**src/design/kfsl_pkg.sv**
```systemverilog
// Package for the keyframe segment lookup: sizes, function codes, controller
// states and the command/status structs between controller and datapath.
`default_nettype none
package kfsl_pkg;
  localparam int unsigned MaxKeys  = 64;
  localparam int unsigned KeyW     = $clog2(MaxKeys);
  localparam int unsigned CntW     = KeyW + 1;
  localparam int unsigned TimeW    = 32;
  localparam int unsigned FracBits = 16;
  localparam int unsigned FracW    = FracBits + 1;
  localparam int unsigned CfgIdxW  = 1;

  typedef enum logic {
    FUNC_LOAD  = 1'b0,
    FUNC_QUERY = 1'b1
  } func_e;

  typedef enum logic [CfgIdxW-1:0] {
    REG_MAX_TIME  = 1'b0,
    REG_KEY_COUNT = 1'b1
  } reg_e;

  typedef enum logic [3:0] {
    ST_IDLE,
    ST_MOD,
    ST_RD,
    ST_CMP,
    ST_DIV,
    ST_OUT
  } state_e;

  // Controller commands to the datapath.
  typedef struct packed {
    logic capture;   // latch input item
    logic load;      // write table entry
    logic mod_start;
    logic mod_step;
    logic rd;        // read entries at index and index+1
    logic adv;       // advance search index
    logic div_start;
    logic div_step;
    logic set_zero;  // result: zero time
    logic set_clamp; // result: clamp past end
    logic set_nf;    // result: not found / load
    logic set_seg;   // result: segment found
    logic out_load;  // move result to output register
  } cmd_t;

  // Datapath status to the controller.
  typedef struct packed {
    logic is_query;
    logic t_zero;
    logic past_end;
    logic clamp;
    logic need_mod;
    logic mod_done;
    logic match;
    logic last_seg;  // no more segments to test
    logic span_zero;
    logic div_done;
  } stat_t;
endpackage
`default_nettype wire

```
**src/design/kfsl_if.sv**
```systemverilog
// Valid/ready channel interfaces for items, results and configuration writes.
// Depends on kfsl_pkg.
`default_nettype none
interface kfsl_in_if import kfsl_pkg::*; ();
  logic             valid;
  logic             ready;
  logic             func;
  logic [KeyW-1:0]  key_index;
  logic [TimeW-1:0] key_time;
  logic [TimeW-1:0] query_time;
  logic             wrap;
  modport source (output valid, func, key_index, key_time, query_time, wrap, input ready);
  modport sink   (input valid, func, key_index, key_time, query_time, wrap, output ready);
endinterface

interface kfsl_out_if import kfsl_pkg::*; ();
  logic             valid;
  logic             ready;
  logic [KeyW-1:0]  first_key;
  logic [KeyW-1:0]  second_key;
  logic [FracW-1:0] fraction;
  logic             found;
  modport source (output valid, first_key, second_key, fraction, found, input ready);
  modport sink   (input valid, first_key, second_key, fraction, found, output ready);
endinterface

interface kfsl_cfg_if import kfsl_pkg::*; ();
  logic               valid;
  logic               ready;
  logic [CfgIdxW-1:0] index;
  logic [TimeW-1:0]   data;
  modport source (output valid, index, data, input ready);
  modport sink   (input valid, index, data, output ready);
endinterface
`default_nettype wire

```
**src/design/kfsl_ctrl.sv**
```systemverilog
// Controller state machine for the keyframe segment lookup.
// Depends on kfsl_pkg; drives cmd_t, reads stat_t.
`default_nettype none
module kfsl_ctrl import kfsl_pkg::*; (
  input  wire logic  clk_i,
  input  wire logic  rst_ni,
  input  wire logic  in_valid_i,
  output logic       in_ready_o,
  input  wire logic  out_busy_i,
  input  wire stat_t stat_i,
  output cmd_t       cmd_o
);
  state_e state_q, state_d;

  always_ff @(posedge clk_i or negedge rst_ni) begin
    if (!rst_ni) begin
      state_q <= ST_IDLE;
    end else begin
      state_q <= state_d;
    end
  end

  always_comb begin
    state_d = state_q;
    case (state_q)
      ST_IDLE: if (in_valid_i && !out_busy_i) state_d = ST_OUT;
      ST_OUT: begin
        // item was captured: pick path from captured fields
        if (!stat_i.is_query || stat_i.t_zero || stat_i.clamp) state_d = ST_IDLE;
        else if (stat_i.need_mod) state_d = ST_MOD;
        else state_d = ST_RD;
      end
      ST_MOD: if (stat_i.mod_done) state_d = ST_RD;
      ST_RD:  state_d = ST_CMP;
      ST_CMP: begin
        if (stat_i.match) state_d = stat_i.span_zero ? ST_IDLE : ST_DIV;
        else if (stat_i.last_seg) state_d = ST_IDLE;
        else state_d = ST_RD;
      end
      ST_DIV: if (stat_i.div_done) state_d = ST_IDLE;
      default: state_d = ST_IDLE;
    endcase
  end

  always_comb begin
    cmd_o = '0;
    in_ready_o = 1'b0;
    case (state_q)
      ST_IDLE: begin
        in_ready_o = !out_busy_i;
        cmd_o.capture = in_valid_i && !out_busy_i;
      end
      ST_OUT: begin
        if (!stat_i.is_query) begin
          cmd_o.load = 1'b1;
          cmd_o.set_nf = 1'b1;
          cmd_o.out_load = 1'b1;
        end else if (stat_i.t_zero) begin
          cmd_o.set_zero = 1'b1;
          cmd_o.out_load = 1'b1;
        end else if (stat_i.clamp) begin
          cmd_o.set_clamp = 1'b1;
          cmd_o.out_load = 1'b1;
        end else if (stat_i.need_mod) begin
          cmd_o.mod_start = 1'b1;
        end
      end
      ST_MOD: cmd_o.mod_step = 1'b1;
      ST_RD:  cmd_o.rd = 1'b1;
      ST_CMP: begin
        if (stat_i.match) begin
          if (stat_i.span_zero) begin
            cmd_o.set_seg = 1'b1;
            cmd_o.out_load = 1'b1;
          end else begin
            cmd_o.div_start = 1'b1;
          end
        end else if (stat_i.last_seg) begin
          cmd_o.set_nf = 1'b1;
          cmd_o.out_load = 1'b1;
        end else begin
          cmd_o.adv = 1'b1;
        end
      end
      ST_DIV: begin
        cmd_o.div_step = 1'b1;
        if (stat_i.div_done) begin
          cmd_o.set_seg = 1'b1;
          cmd_o.out_load = 1'b1;
        end
      end
      default: ;
    endcase
  end
endmodule
`default_nettype wire

```
**src/design/kfsl_dpath.sv**
```systemverilog
// Datapath: key table memory, config registers, restoring modulo and
// fraction dividers, search index and output register. Depends on kfsl_pkg.
`default_nettype none
module kfsl_dpath import kfsl_pkg::*; (
  input  wire logic             clk_i,
  input  wire logic             rst_ni,
  input  wire logic             cfg_we_i,
  input  wire logic [CfgIdxW-1:0] cfg_idx_i,
  input  wire logic [TimeW-1:0] cfg_data_i,
  input  wire logic             func_i,
  input  wire logic [KeyW-1:0]  key_index_i,
  input  wire logic [TimeW-1:0] key_time_i,
  input  wire logic [TimeW-1:0] query_time_i,
  input  wire logic             wrap_i,
  input  wire cmd_t             cmd_i,
  output stat_t                 stat_o,
  input  wire logic             out_ready_i,
  output logic                  out_valid_o,
  output logic [KeyW-1:0]       first_key_o,
  output logic [KeyW-1:0]       second_key_o,
  output logic [FracW-1:0]      fraction_o,
  output logic                  found_o
);
  localparam int unsigned ModCntW = $clog2(TimeW + 1);
  localparam int unsigned DivBits = TimeW + FracBits;
  localparam int unsigned DivCntW = $clog2(DivBits + 1);

  logic [TimeW-1:0] max_time_q;
  logic [CntW-1:0]  key_count_q;
  logic [TimeW-1:0] key_mem [MaxKeys];

  logic             func_q, wrap_q;
  logic [KeyW-1:0]  kidx_q;
  logic [TimeW-1:0] ktime_q, t_q;

  logic [TimeW-1:0]   rem_q;
  logic [TimeW-1:0]   quo_q;   // shifting dividend
  logic [ModCntW-1:0] mcnt_q;

  logic [KeyW-1:0]  idx_q;
  logic [TimeW-1:0] lo_q, hi_q;

  logic [DivBits-1:0] dnum_q;
  logic [TimeW:0]     drem_q;
  logic [FracW-1:0]   dquo_q;
  logic [DivCntW-1:0] dcnt_q;

  logic             ovalid_q;
  logic [KeyW-1:0]  ofirst_q, osecond_q;
  logic [FracW-1:0] ofrac_q;
  logic             ofound_q;

  logic [CntW-1:0] n_use;
  logic [KeyW-1:0] last_key;
  logic [TimeW:0]  mtry, dtry;

  always_comb begin
    n_use = key_count_q;
    if (n_use == '0) n_use = CntW'(1);
    if (n_use > CntW'(MaxKeys)) n_use = CntW'(MaxKeys);
    last_key = KeyW'(n_use - CntW'(1));
  end

  always_ff @(posedge clk_i or negedge rst_ni) begin
    if (!rst_ni) begin
      max_time_q  <= '0;
      key_count_q <= CntW'(1);
    end else if (cfg_we_i) begin
      case (cfg_idx_i)
        REG_MAX_TIME:  max_time_q  <= cfg_data_i;
        REG_KEY_COUNT: key_count_q <= cfg_data_i[CntW-1:0];
        default: ;
      endcase
    end
  end

  always_ff @(posedge clk_i) begin
    if (cmd_i.capture) begin
      func_q  <= func_i;
      wrap_q  <= wrap_i;
      kidx_q  <= key_index_i;
      ktime_q <= key_time_i;
      t_q     <= query_time_i;
    end else if (cmd_i.mod_step && mcnt_q == '0) begin
      t_q <= rem_q;
    end
  end

  // Table: one write port, two registered reads at the search index.
  always_ff @(posedge clk_i) begin
    if (cmd_i.load) key_mem[kidx_q] <= ktime_q;
    if (cmd_i.rd) begin
      lo_q <= key_mem[idx_q];
      hi_q <= key_mem[idx_q + KeyW'(1)];
    end
  end

  // Restoring remainder, one bit a cycle.
  assign mtry = {rem_q, quo_q[TimeW-1]} - {1'b0, max_time_q};
  always_ff @(posedge clk_i) begin
    if (cmd_i.mod_start) begin
      rem_q  <= '0;
      quo_q  <= t_q;
      mcnt_q <= ModCntW'(TimeW);
    end else if (cmd_i.mod_step && mcnt_q != '0) begin
      rem_q  <= mtry[TimeW] ? {rem_q[TimeW-2:0], quo_q[TimeW-1]} : mtry[TimeW-1:0];
      quo_q  <= {quo_q[TimeW-2:0], 1'b0};
      mcnt_q <= mcnt_q - ModCntW'(1);
    end
  end

  always_ff @(posedge clk_i) begin
    if (cmd_i.capture) idx_q <= '0;
    else if (cmd_i.adv) idx_q <= idx_q + KeyW'(1);
  end

  // Fraction: (t-lo)<<16 / span, one bit a cycle; quotient fits in 17 bits.
  assign dtry = {drem_q[TimeW-1:0], dnum_q[DivBits-1]} - {1'b0, hi_q - lo_q};
  always_ff @(posedge clk_i) begin
    if (cmd_i.div_start) begin
      dnum_q <= {t_q - lo_q, {FracBits{1'b0}}};
      drem_q <= '0;
      dquo_q <= '0;
      dcnt_q <= DivCntW'(DivBits);
    end else if (cmd_i.div_step && dcnt_q != '0) begin
      drem_q <= dtry[TimeW] ? {drem_q[TimeW-1:0], dnum_q[DivBits-1]} : dtry;
      dquo_q <= {dquo_q[FracW-2:0], ~dtry[TimeW]};
      dnum_q <= {dnum_q[DivBits-2:0], 1'b0};
      dcnt_q <= dcnt_q - DivCntW'(1);
    end
  end

  always_comb begin
    stat_o.is_query  = (func_q == FUNC_QUERY);
    stat_o.t_zero    = (t_q == '0);
    stat_o.past_end  = (t_q >= max_time_q);
    stat_o.clamp     = stat_o.past_end && (!wrap_q || max_time_q == '0);
    stat_o.need_mod  = stat_o.past_end;
    stat_o.mod_done  = cmd_i.mod_step && (mcnt_q == '0);
    stat_o.match     = (lo_q <= t_q) && (t_q < hi_q) && (idx_q < last_key);
    stat_o.last_seg  = (KeyW'(idx_q + KeyW'(1)) >= last_key) || (last_key == '0);
    stat_o.span_zero = (hi_q == lo_q);
    stat_o.div_done  = (dcnt_q == '0);
  end

  always_ff @(posedge clk_i or negedge rst_ni) begin
    if (!rst_ni) begin
      ovalid_q <= 1'b0;
    end else if (cmd_i.out_load) begin
      ovalid_q <= 1'b1;
    end else if (out_ready_i) begin
      ovalid_q <= 1'b0;
    end
  end

  always_ff @(posedge clk_i) begin
    if (cmd_i.out_load) begin
      ofirst_q  <= '0;
      osecond_q <= '0;
      ofrac_q   <= '0;
      ofound_q  <= 1'b0;
      if (cmd_i.set_zero) ofound_q <= 1'b1;
      if (cmd_i.set_clamp) begin
        ofirst_q  <= last_key;
        osecond_q <= last_key;
        ofrac_q   <= FracW'(1) << FracBits;
        ofound_q  <= 1'b1;
      end
      if (cmd_i.set_seg) begin
        ofirst_q  <= idx_q;
        osecond_q <= idx_q + KeyW'(1);
        ofrac_q   <= cmd_i.div_step ? dquo_q : '0;
        ofound_q  <= 1'b1;
      end
    end
  end

  assign out_valid_o  = ovalid_q;
  assign first_key_o  = ofirst_q;
  assign second_key_o = osecond_q;
  assign fraction_o   = ofrac_q;
  assign found_o      = ofound_q;
endmodule
`default_nettype wire

```
**src/design/keyframe_segment_lookup.sv**
```systemverilog
// Keyframe segment lookup: one item at a time. A load is captured, then
// written to the table with its result in ST_OUT. A query ends in ST_OUT
// for time zero or clamp; else it runs the one-bit-a-cycle modulo when
// wrapping, then the linear search (a read and a compare per segment, up to
// 63 segments), then the serial fraction divider unless the span is zero.
// The result register lets the next item wait only until the result is taken.
// Depends on kfsl_pkg, kfsl_if, kfsl_ctrl and kfsl_dpath.
`default_nettype none
module keyframe_segment_lookup import kfsl_pkg::*; (
  input  wire logic clk_i,
  input  wire logic rst_ni,
  kfsl_in_if.sink   in_if,
  kfsl_out_if.source out_if,
  kfsl_cfg_if.sink  cfg_if
);
  cmd_t  cmd;
  stat_t stat;

  assign cfg_if.ready = 1'b1;

  kfsl_ctrl u_ctrl (
    .clk_i, .rst_ni,
    .in_valid_i (in_if.valid),
    .in_ready_o (in_if.ready),
    .out_busy_i (out_if.valid),
    .stat_i     (stat),
    .cmd_o      (cmd)
  );

  kfsl_dpath u_dpath (
    .clk_i, .rst_ni,
    .cfg_we_i     (cfg_if.valid),
    .cfg_idx_i    (cfg_if.index),
    .cfg_data_i   (cfg_if.data),
    .func_i       (in_if.func),
    .key_index_i  (in_if.key_index),
    .key_time_i   (in_if.key_time),
    .query_time_i (in_if.query_time),
    .wrap_i       (in_if.wrap),
    .cmd_i        (cmd),
    .stat_o       (stat),
    .out_ready_i  (out_if.ready),
    .out_valid_o  (out_if.valid),
    .first_key_o  (out_if.first_key),
    .second_key_o (out_if.second_key),
    .fraction_o   (out_if.fraction),
    .found_o      (out_if.found)
  );

  // A new item only enters when no result is pending.
  assert property (@(posedge clk_i) disable iff (!rst_ni)
    (in_if.valid && in_if.ready) |-> !out_if.valid)
    else $error("item accepted with result pending");

  // Each accepted item produces a result before the next is accepted.
  assert property (@(posedge clk_i) disable iff (!rst_ni)
    (in_if.valid && in_if.ready) |=> !in_if.ready)
    else $error("ready reasserted before item finished");

  // Only a found result carries a nonzero fraction.
  assert property (@(posedge clk_i) disable iff (!rst_ni)
    (out_if.valid && !out_if.found) |-> (out_if.fraction == '0))
    else $error("fraction set without found");
endmodule
`default_nettype wire

```
**src/flat_wrapper.sv**
```systemverilog
// flat-port wrapper written by rule: the top's interface ports become plain ports
module keyframe_segment_lookup_flat import kfsl_pkg::*;
  (clk_i, rst_ni, in_if_valid, in_if_func, in_if_key_index, in_if_key_time, in_if_query_time, in_if_wrap, in_if_ready, out_if_valid, out_if_first_key, out_if_second_key, out_if_fraction, out_if_found, out_if_ready, cfg_if_valid, cfg_if_index, cfg_if_data, cfg_if_ready);
  kfsl_in_if in_if_i ();
  kfsl_out_if out_if_i ();
  kfsl_cfg_if cfg_if_i ();
  input  wire logic clk_i;
  input  wire logic rst_ni;
  input wire logic [$bits(in_if_i.valid)-1:0] in_if_valid;
  input wire logic [$bits(in_if_i.func)-1:0] in_if_func;
  input wire logic [$bits(in_if_i.key_index)-1:0] in_if_key_index;
  input wire logic [$bits(in_if_i.key_time)-1:0] in_if_key_time;
  input wire logic [$bits(in_if_i.query_time)-1:0] in_if_query_time;
  input wire logic [$bits(in_if_i.wrap)-1:0] in_if_wrap;
  output wire logic [$bits(in_if_i.ready)-1:0] in_if_ready;
  output wire logic [$bits(out_if_i.valid)-1:0] out_if_valid;
  output wire logic [$bits(out_if_i.first_key)-1:0] out_if_first_key;
  output wire logic [$bits(out_if_i.second_key)-1:0] out_if_second_key;
  output wire logic [$bits(out_if_i.fraction)-1:0] out_if_fraction;
  output wire logic [$bits(out_if_i.found)-1:0] out_if_found;
  input wire logic [$bits(out_if_i.ready)-1:0] out_if_ready;
  input wire logic [$bits(cfg_if_i.valid)-1:0] cfg_if_valid;
  input wire logic [$bits(cfg_if_i.index)-1:0] cfg_if_index;
  input wire logic [$bits(cfg_if_i.data)-1:0] cfg_if_data;
  output wire logic [$bits(cfg_if_i.ready)-1:0] cfg_if_ready;
  assign in_if_i.valid = in_if_valid;
  assign in_if_i.func = in_if_func;
  assign in_if_i.key_index = in_if_key_index;
  assign in_if_i.key_time = in_if_key_time;
  assign in_if_i.query_time = in_if_query_time;
  assign in_if_i.wrap = in_if_wrap;
  assign in_if_ready = in_if_i.ready;
  assign out_if_valid = out_if_i.valid;
  assign out_if_first_key = out_if_i.first_key;
  assign out_if_second_key = out_if_i.second_key;
  assign out_if_fraction = out_if_i.fraction;
  assign out_if_found = out_if_i.found;
  assign out_if_i.ready = out_if_ready;
  assign cfg_if_i.valid = cfg_if_valid;
  assign cfg_if_i.index = cfg_if_index;
  assign cfg_if_i.data = cfg_if_data;
  assign cfg_if_ready = cfg_if_i.ready;
  keyframe_segment_lookup u_core (.clk_i(clk_i), .rst_ni(rst_ni), .in_if(in_if_i), .out_if(out_if_i), .cfg_if(cfg_if_i));
endmodule
```
**config.mk**
```make
export PLATFORM = sky130hd
export DESIGN_NAME = keyframe_segment_lookup_flat
export DESIGN_NICKNAME = d
export VERILOG_FILES = /design/src/design/kfsl_pkg.sv /design/src/design/kfsl_if.sv /design/src/design/kfsl_ctrl.sv /design/src/design/kfsl_dpath.sv /design/src/design/keyframe_segment_lookup.sv /design/src/flat_wrapper.sv
export SDC_FILE = /design/constraint.sdc
export NUM_CORES = 2
export LEC_CHECK = 0
export ABC_CLOCK_PERIOD_IN_PS = 6200
export BUFFER_PORTS_ARGS = -buffer_cell sky130_fd_sc_hd__buf_2
export CORE_MARGIN = 4
export CORE_UTILIZATION = 52
export CTS_BUF_LIST = sky130_fd_sc_hd__clkbuf_8 sky130_fd_sc_hd__clkbuf_16
export DETAILED_ROUTE_END_ITERATION = 6
export HOLD_SLACK_MARGIN = 0.15
export PLACE_DENSITY = 0.75
export SYNTH_ARGS = -nofsm -noshare
export SYNTH_HDL_FRONTEND = slang
export SYNTH_SLANG_ARGS = --single-unit
```
**constraint.sdc**
```tcl
create_clock -name clk_i -period 6.2 [get_ports clk_i]
set_input_delay 0.62 -clock clk_i [delete_from_list [all_inputs] [get_ports clk_i]]
set_output_delay 0.62 -clock clk_i [all_outputs]
set_load 0.02 [all_outputs]
```
# --- After elaboration in Yosys (flattened, before gate mapping) ---
# Memory sizes are Yosys's and may differ from the RTL's. A register that Yosys moved wholly into a read port is not among the register bits.
# Index checks and enable logic that the tools add are counted.
totals:
  regBits: 309
  mem_bits_rw: 2048
  inputBits: 110
  out_inout_bits: 33
  wordCells: 138
  mem_count: 1
memory_table:
  columns: ["memory", "words", "width", "read_ports", "rd_ports_with_merged_regs", "write_ports", "line", "text"]
  rows:
  - ["u_core.u_dpath.key_mem", 64, 32, 2, 2, 1, "kfsl_dpath.sv:30", "logic [TimeW-1:0] key_mem [MaxKeys];"]
classes:
  n_addsub: 8
  magnitude_cmp: 6
  eq_ne: 9
  muxes: 60
  n_bitwise: 2
  reduce_logical: 31
ops:
  columns: ["operator", "count"]
  rows:
  - ["2-to-1 mux 32 bit", 6]
  - ["2-to-1 mux 48 bit", 2]
  - ["subtractor 33 x 32 -> 33 bit", 2]
  - ["zero test 32 bit", 2]
  - ["subtractor 32 bit", 2]
  - ["2-to-1 mux 17 bit", 3]
  - ["== test 32 bit", 1]
  - [">= comparator 32 bit", 1]
  - ["less-or-equal comparator 32 bit", 1]
  - ["less-than comparator 32 bit", 1]
  - ["2-to-1 mux 1 bit", 27]
  - ["2-to-1 mux 6 bit", 4]
  - ["one-hot mux 4 bit (6 select lines)", 1]
  - ["zero test 6 bit", 3]
  - ["2-to-1 mux 2 bit", 9]
  - ["subtractor 6 x 1 -> 6 bit, second input constant", 3]
  - ["2-to-1 mux 4 bit", 3]
  - ["nonzero test 6 bit", 2]
  - ["== test 4 x 2 -> 1 bit, second input constant", 2]
  - ["== test 4 x 3 -> 1 bit, second input constant", 2]
  - ["nonzero test 2 bit", 4]
  - ["> comparator 7 bit, second input constant", 1]
  - ["logical AND 1 bit", 7]
  - ["zero test 7 bit", 1]
  - ["other kinds (17)", 26]

# --- Logic depth before layout (Yosys ltp) ---
depth:
  depth_word: 11
  depth_mapped: 25
  mapped_depth_nobuf: 23

# --- Hierarchy ---
# From an unflattened synthesis, not the netlist that was laid out.
unflattened:
  hier_cells: 6240
  hier_area_um2: 116305.3
by_module_without_submodules:
  columns: ["module", "instances", "cells_each", "area_each_um2", "seq_area_each_um2"]
  rows:
  - ["kfsl_dpath", 1, 6193, 115913.7, 71389.7]
  - ["kfsl_ctrl", 1, 45, 380.4, 75.1]
  - ["keyframe_segment_lookup", 1, 2, 11.3, 0.0]

# --- Least setup slack after synthesis ---
# OpenSTA, ideal clock, no wires.
synth_path:
  kind: "reg-to-reg"
  startpoint: "register u_core.u_dpath.lo_q[1] (read register of u_core.u_dpath.key_mem)"
  endpoint: "register u_core.u_dpath.drem_q[12]"
  setup_ns: 0.125
  t_arrival_ns: 5.052
  setup_slack_ns: 1.023
  stages_incl_launch_ff: 26
  path_buffers: 2
  synth_period_minus_slack_ns: 5.177
  cell_sequence: "edfxtp_1 -> inv_1 -> ha_1 -> nor2b_1 -> o21a_1 -> o21ai_0 -> a21o_1 -> a211oi_1 -> o211ai_1 -> a21oi_1 -> o21ai_0 -> or4b_2 -> o311a_1 -> ha_1 -> a21o_1 -> a21oi_1 -> o21bai_1 -> a21oi_1 -> a2bb2oi_1 -> o2111ai_1 -> a31oi_1 -> xnor2_1 -> buf_4 -> buf_4 -> mux2i_1 -> o2bb2ai_1"
synth_between:
  elab_chain_cells: 5
  elab_cells_between_ends: 10
  classes_between: "add/sub: 2; order compare: 1; eq/ne: 1; mux: 4; reduce/logical: 2"
synth_rtl:
  columns: ["item", "line", "text"]
  rows:
  - ["start: declaration", "kfsl_dpath.sv:41", "logic [TimeW-1:0] lo_q, hi_q;"]
  - ["parallel branches: the longest is 5 deep, another holds subtractor 33 x 32 -> 33 bit", null, null]
  - ["end signal: assignment", "kfsl_dpath.sv:126", "drem_q <= dtry[TimeW] ? {drem_q[TimeW-1:0], dnum_q[DivBits-1]} : dtry;"]
  - ["end: declaration", "kfsl_dpath.sv:44", "logic [TimeW:0] drem_q;"]
# Several ways; the timed one is not identified.
# A chain may end at the register's enable or synchronous reset.

# --- Final worst setup path ---
layout_path:
  startpoint: "register u_core.u_dpath.lo_q[1] (read register of u_core.u_dpath.key_mem)"
  endpoint: "register u_core.u_dpath.drem_q[17]"
# Same word-level chain as after synthesis.

==> results.tsv <==
stage	metric	value	unit
sta	final setup vio count	0	
yosys	register bit total from synthesis	2420	
route	Routed WL	353	mm
placed_design	I/O Buffers	141	
route	first drt pass iteration count	7	
global_routing	GRT Total Usage	0.305	
global_routing	initial antenna violation count	25	
critical_path	worst-path maximum fanout	15	
finish	synthesis-to-finish area growth	13.0	%
sta	max-slew violations	0	
floorplanning	die area	231000	sq um
yosys	mapped cell area	116000	sq um
finish	layout cells sized above 1	0.322	
route	via count	70300	
floorplanning	IO Pins	143	
sta	min Tclk post-route	5.82	ns
critical_path	crit start category	register	
global_routing	first-pass GRT wire length	503	mm
cts	later-pin clock latency in the skew report	0.92	ns
placed_design	placed wire-length estimate	209	mm
placed_design	Placer Congestion	0.937	
yosys	Cells after Synth	6274	
sta	Layout Skew	0.0975	ns
sta	Setup TNS	0	ns
sta	final hold vios	0	
floorplanning	Die Y	481	um
finish	Largest Register	u_core.u_dpath.key_mem	
cts	CTS root buffer	clkbuf_16	
yosys	most instantiated cells after synthesis	2278 x edfxtp_1, 1312 x mux4_2, 444 x nand2_1	
flow_run	total of max-cap violations	0	
route	DR vias/cell	7.18	
finish	Nets	6922	
global_routing	Congestion Overflow GR	0	
yosys	post-synth top area share	0.589	
route	post-route ant nets	0	
power	Leak	42.3	nW
finish	Largest register FFs	2048	
sta	worst-margin pin slew	1.27	ns
yosys	synthesis warning total	0	
critical_path	R2R Setup Slk	0.38	ns
yosys	top cells by area, synth	edfxtp_1 59%, mux4_2 25%, ha_1 2.2%, dfxtp_1 1.7%, nand2_1 1.4%	
yosys	Seq/Total Area, Yosys	0.615	
yosys	FFs w/ async S/R, synth	0.0178	
critical_path	RR Startpoint	u_core.u_dpath.lo_q[1]	
sta	Slew HR	0.154	
route	DRT iter0 DRCs	11800	
yosys	count leader, synth	edfxtp_1	
critical_path	Critical Path RT	6.98	ns
cts	Clock transition at path regs	0.07	ns
critical_path	Worst Setup Path Type	reg -> reg	
global_routing	largest net degree at the start of global routing	139	
cts	CTS tree	done	
critical_path	CP Capture Type	register	
critical_path	Worst Setup SP	u_core.u_dpath.lo_q[1]	
yosys	Distinct cells, synth	87	
sta	period utilization	0.939	
sta	Max Fclk	172	MHz
cts	Num CTS Buffers	237	
hold_path	Hold Crit Start	cfg_if_index	
status	status	finished clean	
power	power density cells	428	nW/um^2
cts	clock sink count	2420	
route	residual DRC count	0	
floorplanning	Initial Util	0.523	
critical_path	CP arrival	6.60	ns
route	WL per Instance	36.0	um
cts	H-tree depth	4	
yosys	Post-Syn Nets	6595	
global_routing	vias in the first global route	68900	
floorplanning	die width	481	um
floorplanning	Core Area	222000	sq um
yosys	Yosys top cell by area	edfxtp_1	
yosys	top_reg_cell synth	edfxtp_1	
power	Max VDD drop	0.482	mV
hold_path	Hold Path Class	in -> reg	
yosys	Syn Area/Cell	18.5	sq um
yosys	Post-synth EDFFs	2278	
floorplanning	Rows	173	
power	post-layout total power	56.2	mW
cts	Clock Path Buffers	3	
path summary, 6_finish.rpt:
path                                                  to  cells past startpoint
setup / recovery               u_core.u_dpath.drem_q[17]                     25
hold / removal              u_core.u_dpath.max_time_q[2]                      3
setup reg to reg               u_core.u_dpath.drem_q[17]                     25
hold reg to reg                 u_core.u_dpath.dquo_q[4]                      2
max in group asynchronous  u_core.u_dpath.max_time_q[20]                      2
min in group asynchronous  u_core.u_dpath.max_time_q[31]                      2
per-layer routing:
metal  share of wire  track usage
met1            0.34        0.406
met2            0.46        0.465
met3            0.14        0.100
met4           0.050        0.131
met5         0.00060            0
worst max-delay path, stage by stage, from the launching register on:
cell	delay, ns
edfxtp_1	0.42
inv_1	0.16
ha_1	0.27
nor2b_1	0.14
o21a_1	0.18
o21ai_1	0.20
a21o_1	0.21
a211oi_1	0.12
o211ai_1	0.20
buf_4	0.16
a21oi_1	0.08
o21ai_1	0.21
or4b_2	0.60
o311a_1	0.15
ha_1	0.33
a21o_1	0.18
a21oi_1	0.16
o21bai_1	0.10
a21oi_1	0.26
a2bb2oi_1	0.28
o2111ai_1	0.19
a31oi_2	0.28
xnor2_4	0.25
clkbuf_16	0.28
mux2i_1	0.21
o2bb2ai_1	0.09
logic make-up after synthesis:
kind of cell / count (synthesis) / synth area share
DFF: 2420 / 0.615
buffers and inverters: 548 / 0.0181
and+or+nand+nor: 936 / 0.0366
muxes: 1407 / 0.263
xor gates and xnor gates: 113 / 0.00852
adders and majority gates: 213 / 0.0232
other: 1 / 0.0000323
AOI/OAI and AO/OA: 636 / 0.0358
layout make-up:
cell class / count / area, sq um
antenna: 21 / 52.6
clock buffer: 242 / 6030
clock inverter: 201 / 2060
fill: 15500 / 91000
inverter: 156 / 591
multi-input combinational: 3306 / 43300
sequential: 2420 / 71500
tap: 2975 / 3720
timing repair buffer: 480 / 4110
what timing repair did:
item,in CTS,in global routing
buffers inserted,0,1
endpoints found under the setup margin,0,31
hold endpoints to repair,154,0
hold buffers,106,0
gates resized for setup,0,4
metrics by stage:
step	cells	utilization	setup slack, ns	hold WS, ns	instance area, sq um
after global routing	9782	0.591	-0.00118	0.303	131000
after floorplan	6274	-	1.02	0.324	116000
after detailed placement	9228	0.549	0.125	0.463	122000
final	9801	0.591	0.378	0.306	131000
after CTS	9777	0.590	0.129	0.232	131000
after global placement	9228	0.549	0.258	0.451	122000
power breakdown:
part           total, mW  switching (mW)  internal (mW)
sequential          20.2           0.701           19.5
combinational       21.1            11.2           9.95
clock               15.0            6.41           8.55
total               56.2            18.3           38.0
placed cells by master, fill, tap and decap left out, types with 46 or more instances in the layout:
master         instances
mux4_2              1312
a21o_1                62
dlygate4sd3_1        106
buf_2                141
dfxtp_1               93
buf_4                186
and3_1                58
nand2_1              443
mux2i_1               53
clkinv_1              60
nor2_4                65
o21ai_0              153
a21oi_1              124
ha_1                 206
nor2_1               113
buf_12                46
edfxtp_1            2278
inv_1                185
clkbuf_16            241
xnor2_1               62
nand3_1               48
Note: power is estimated with default switching activity, not from simulation.
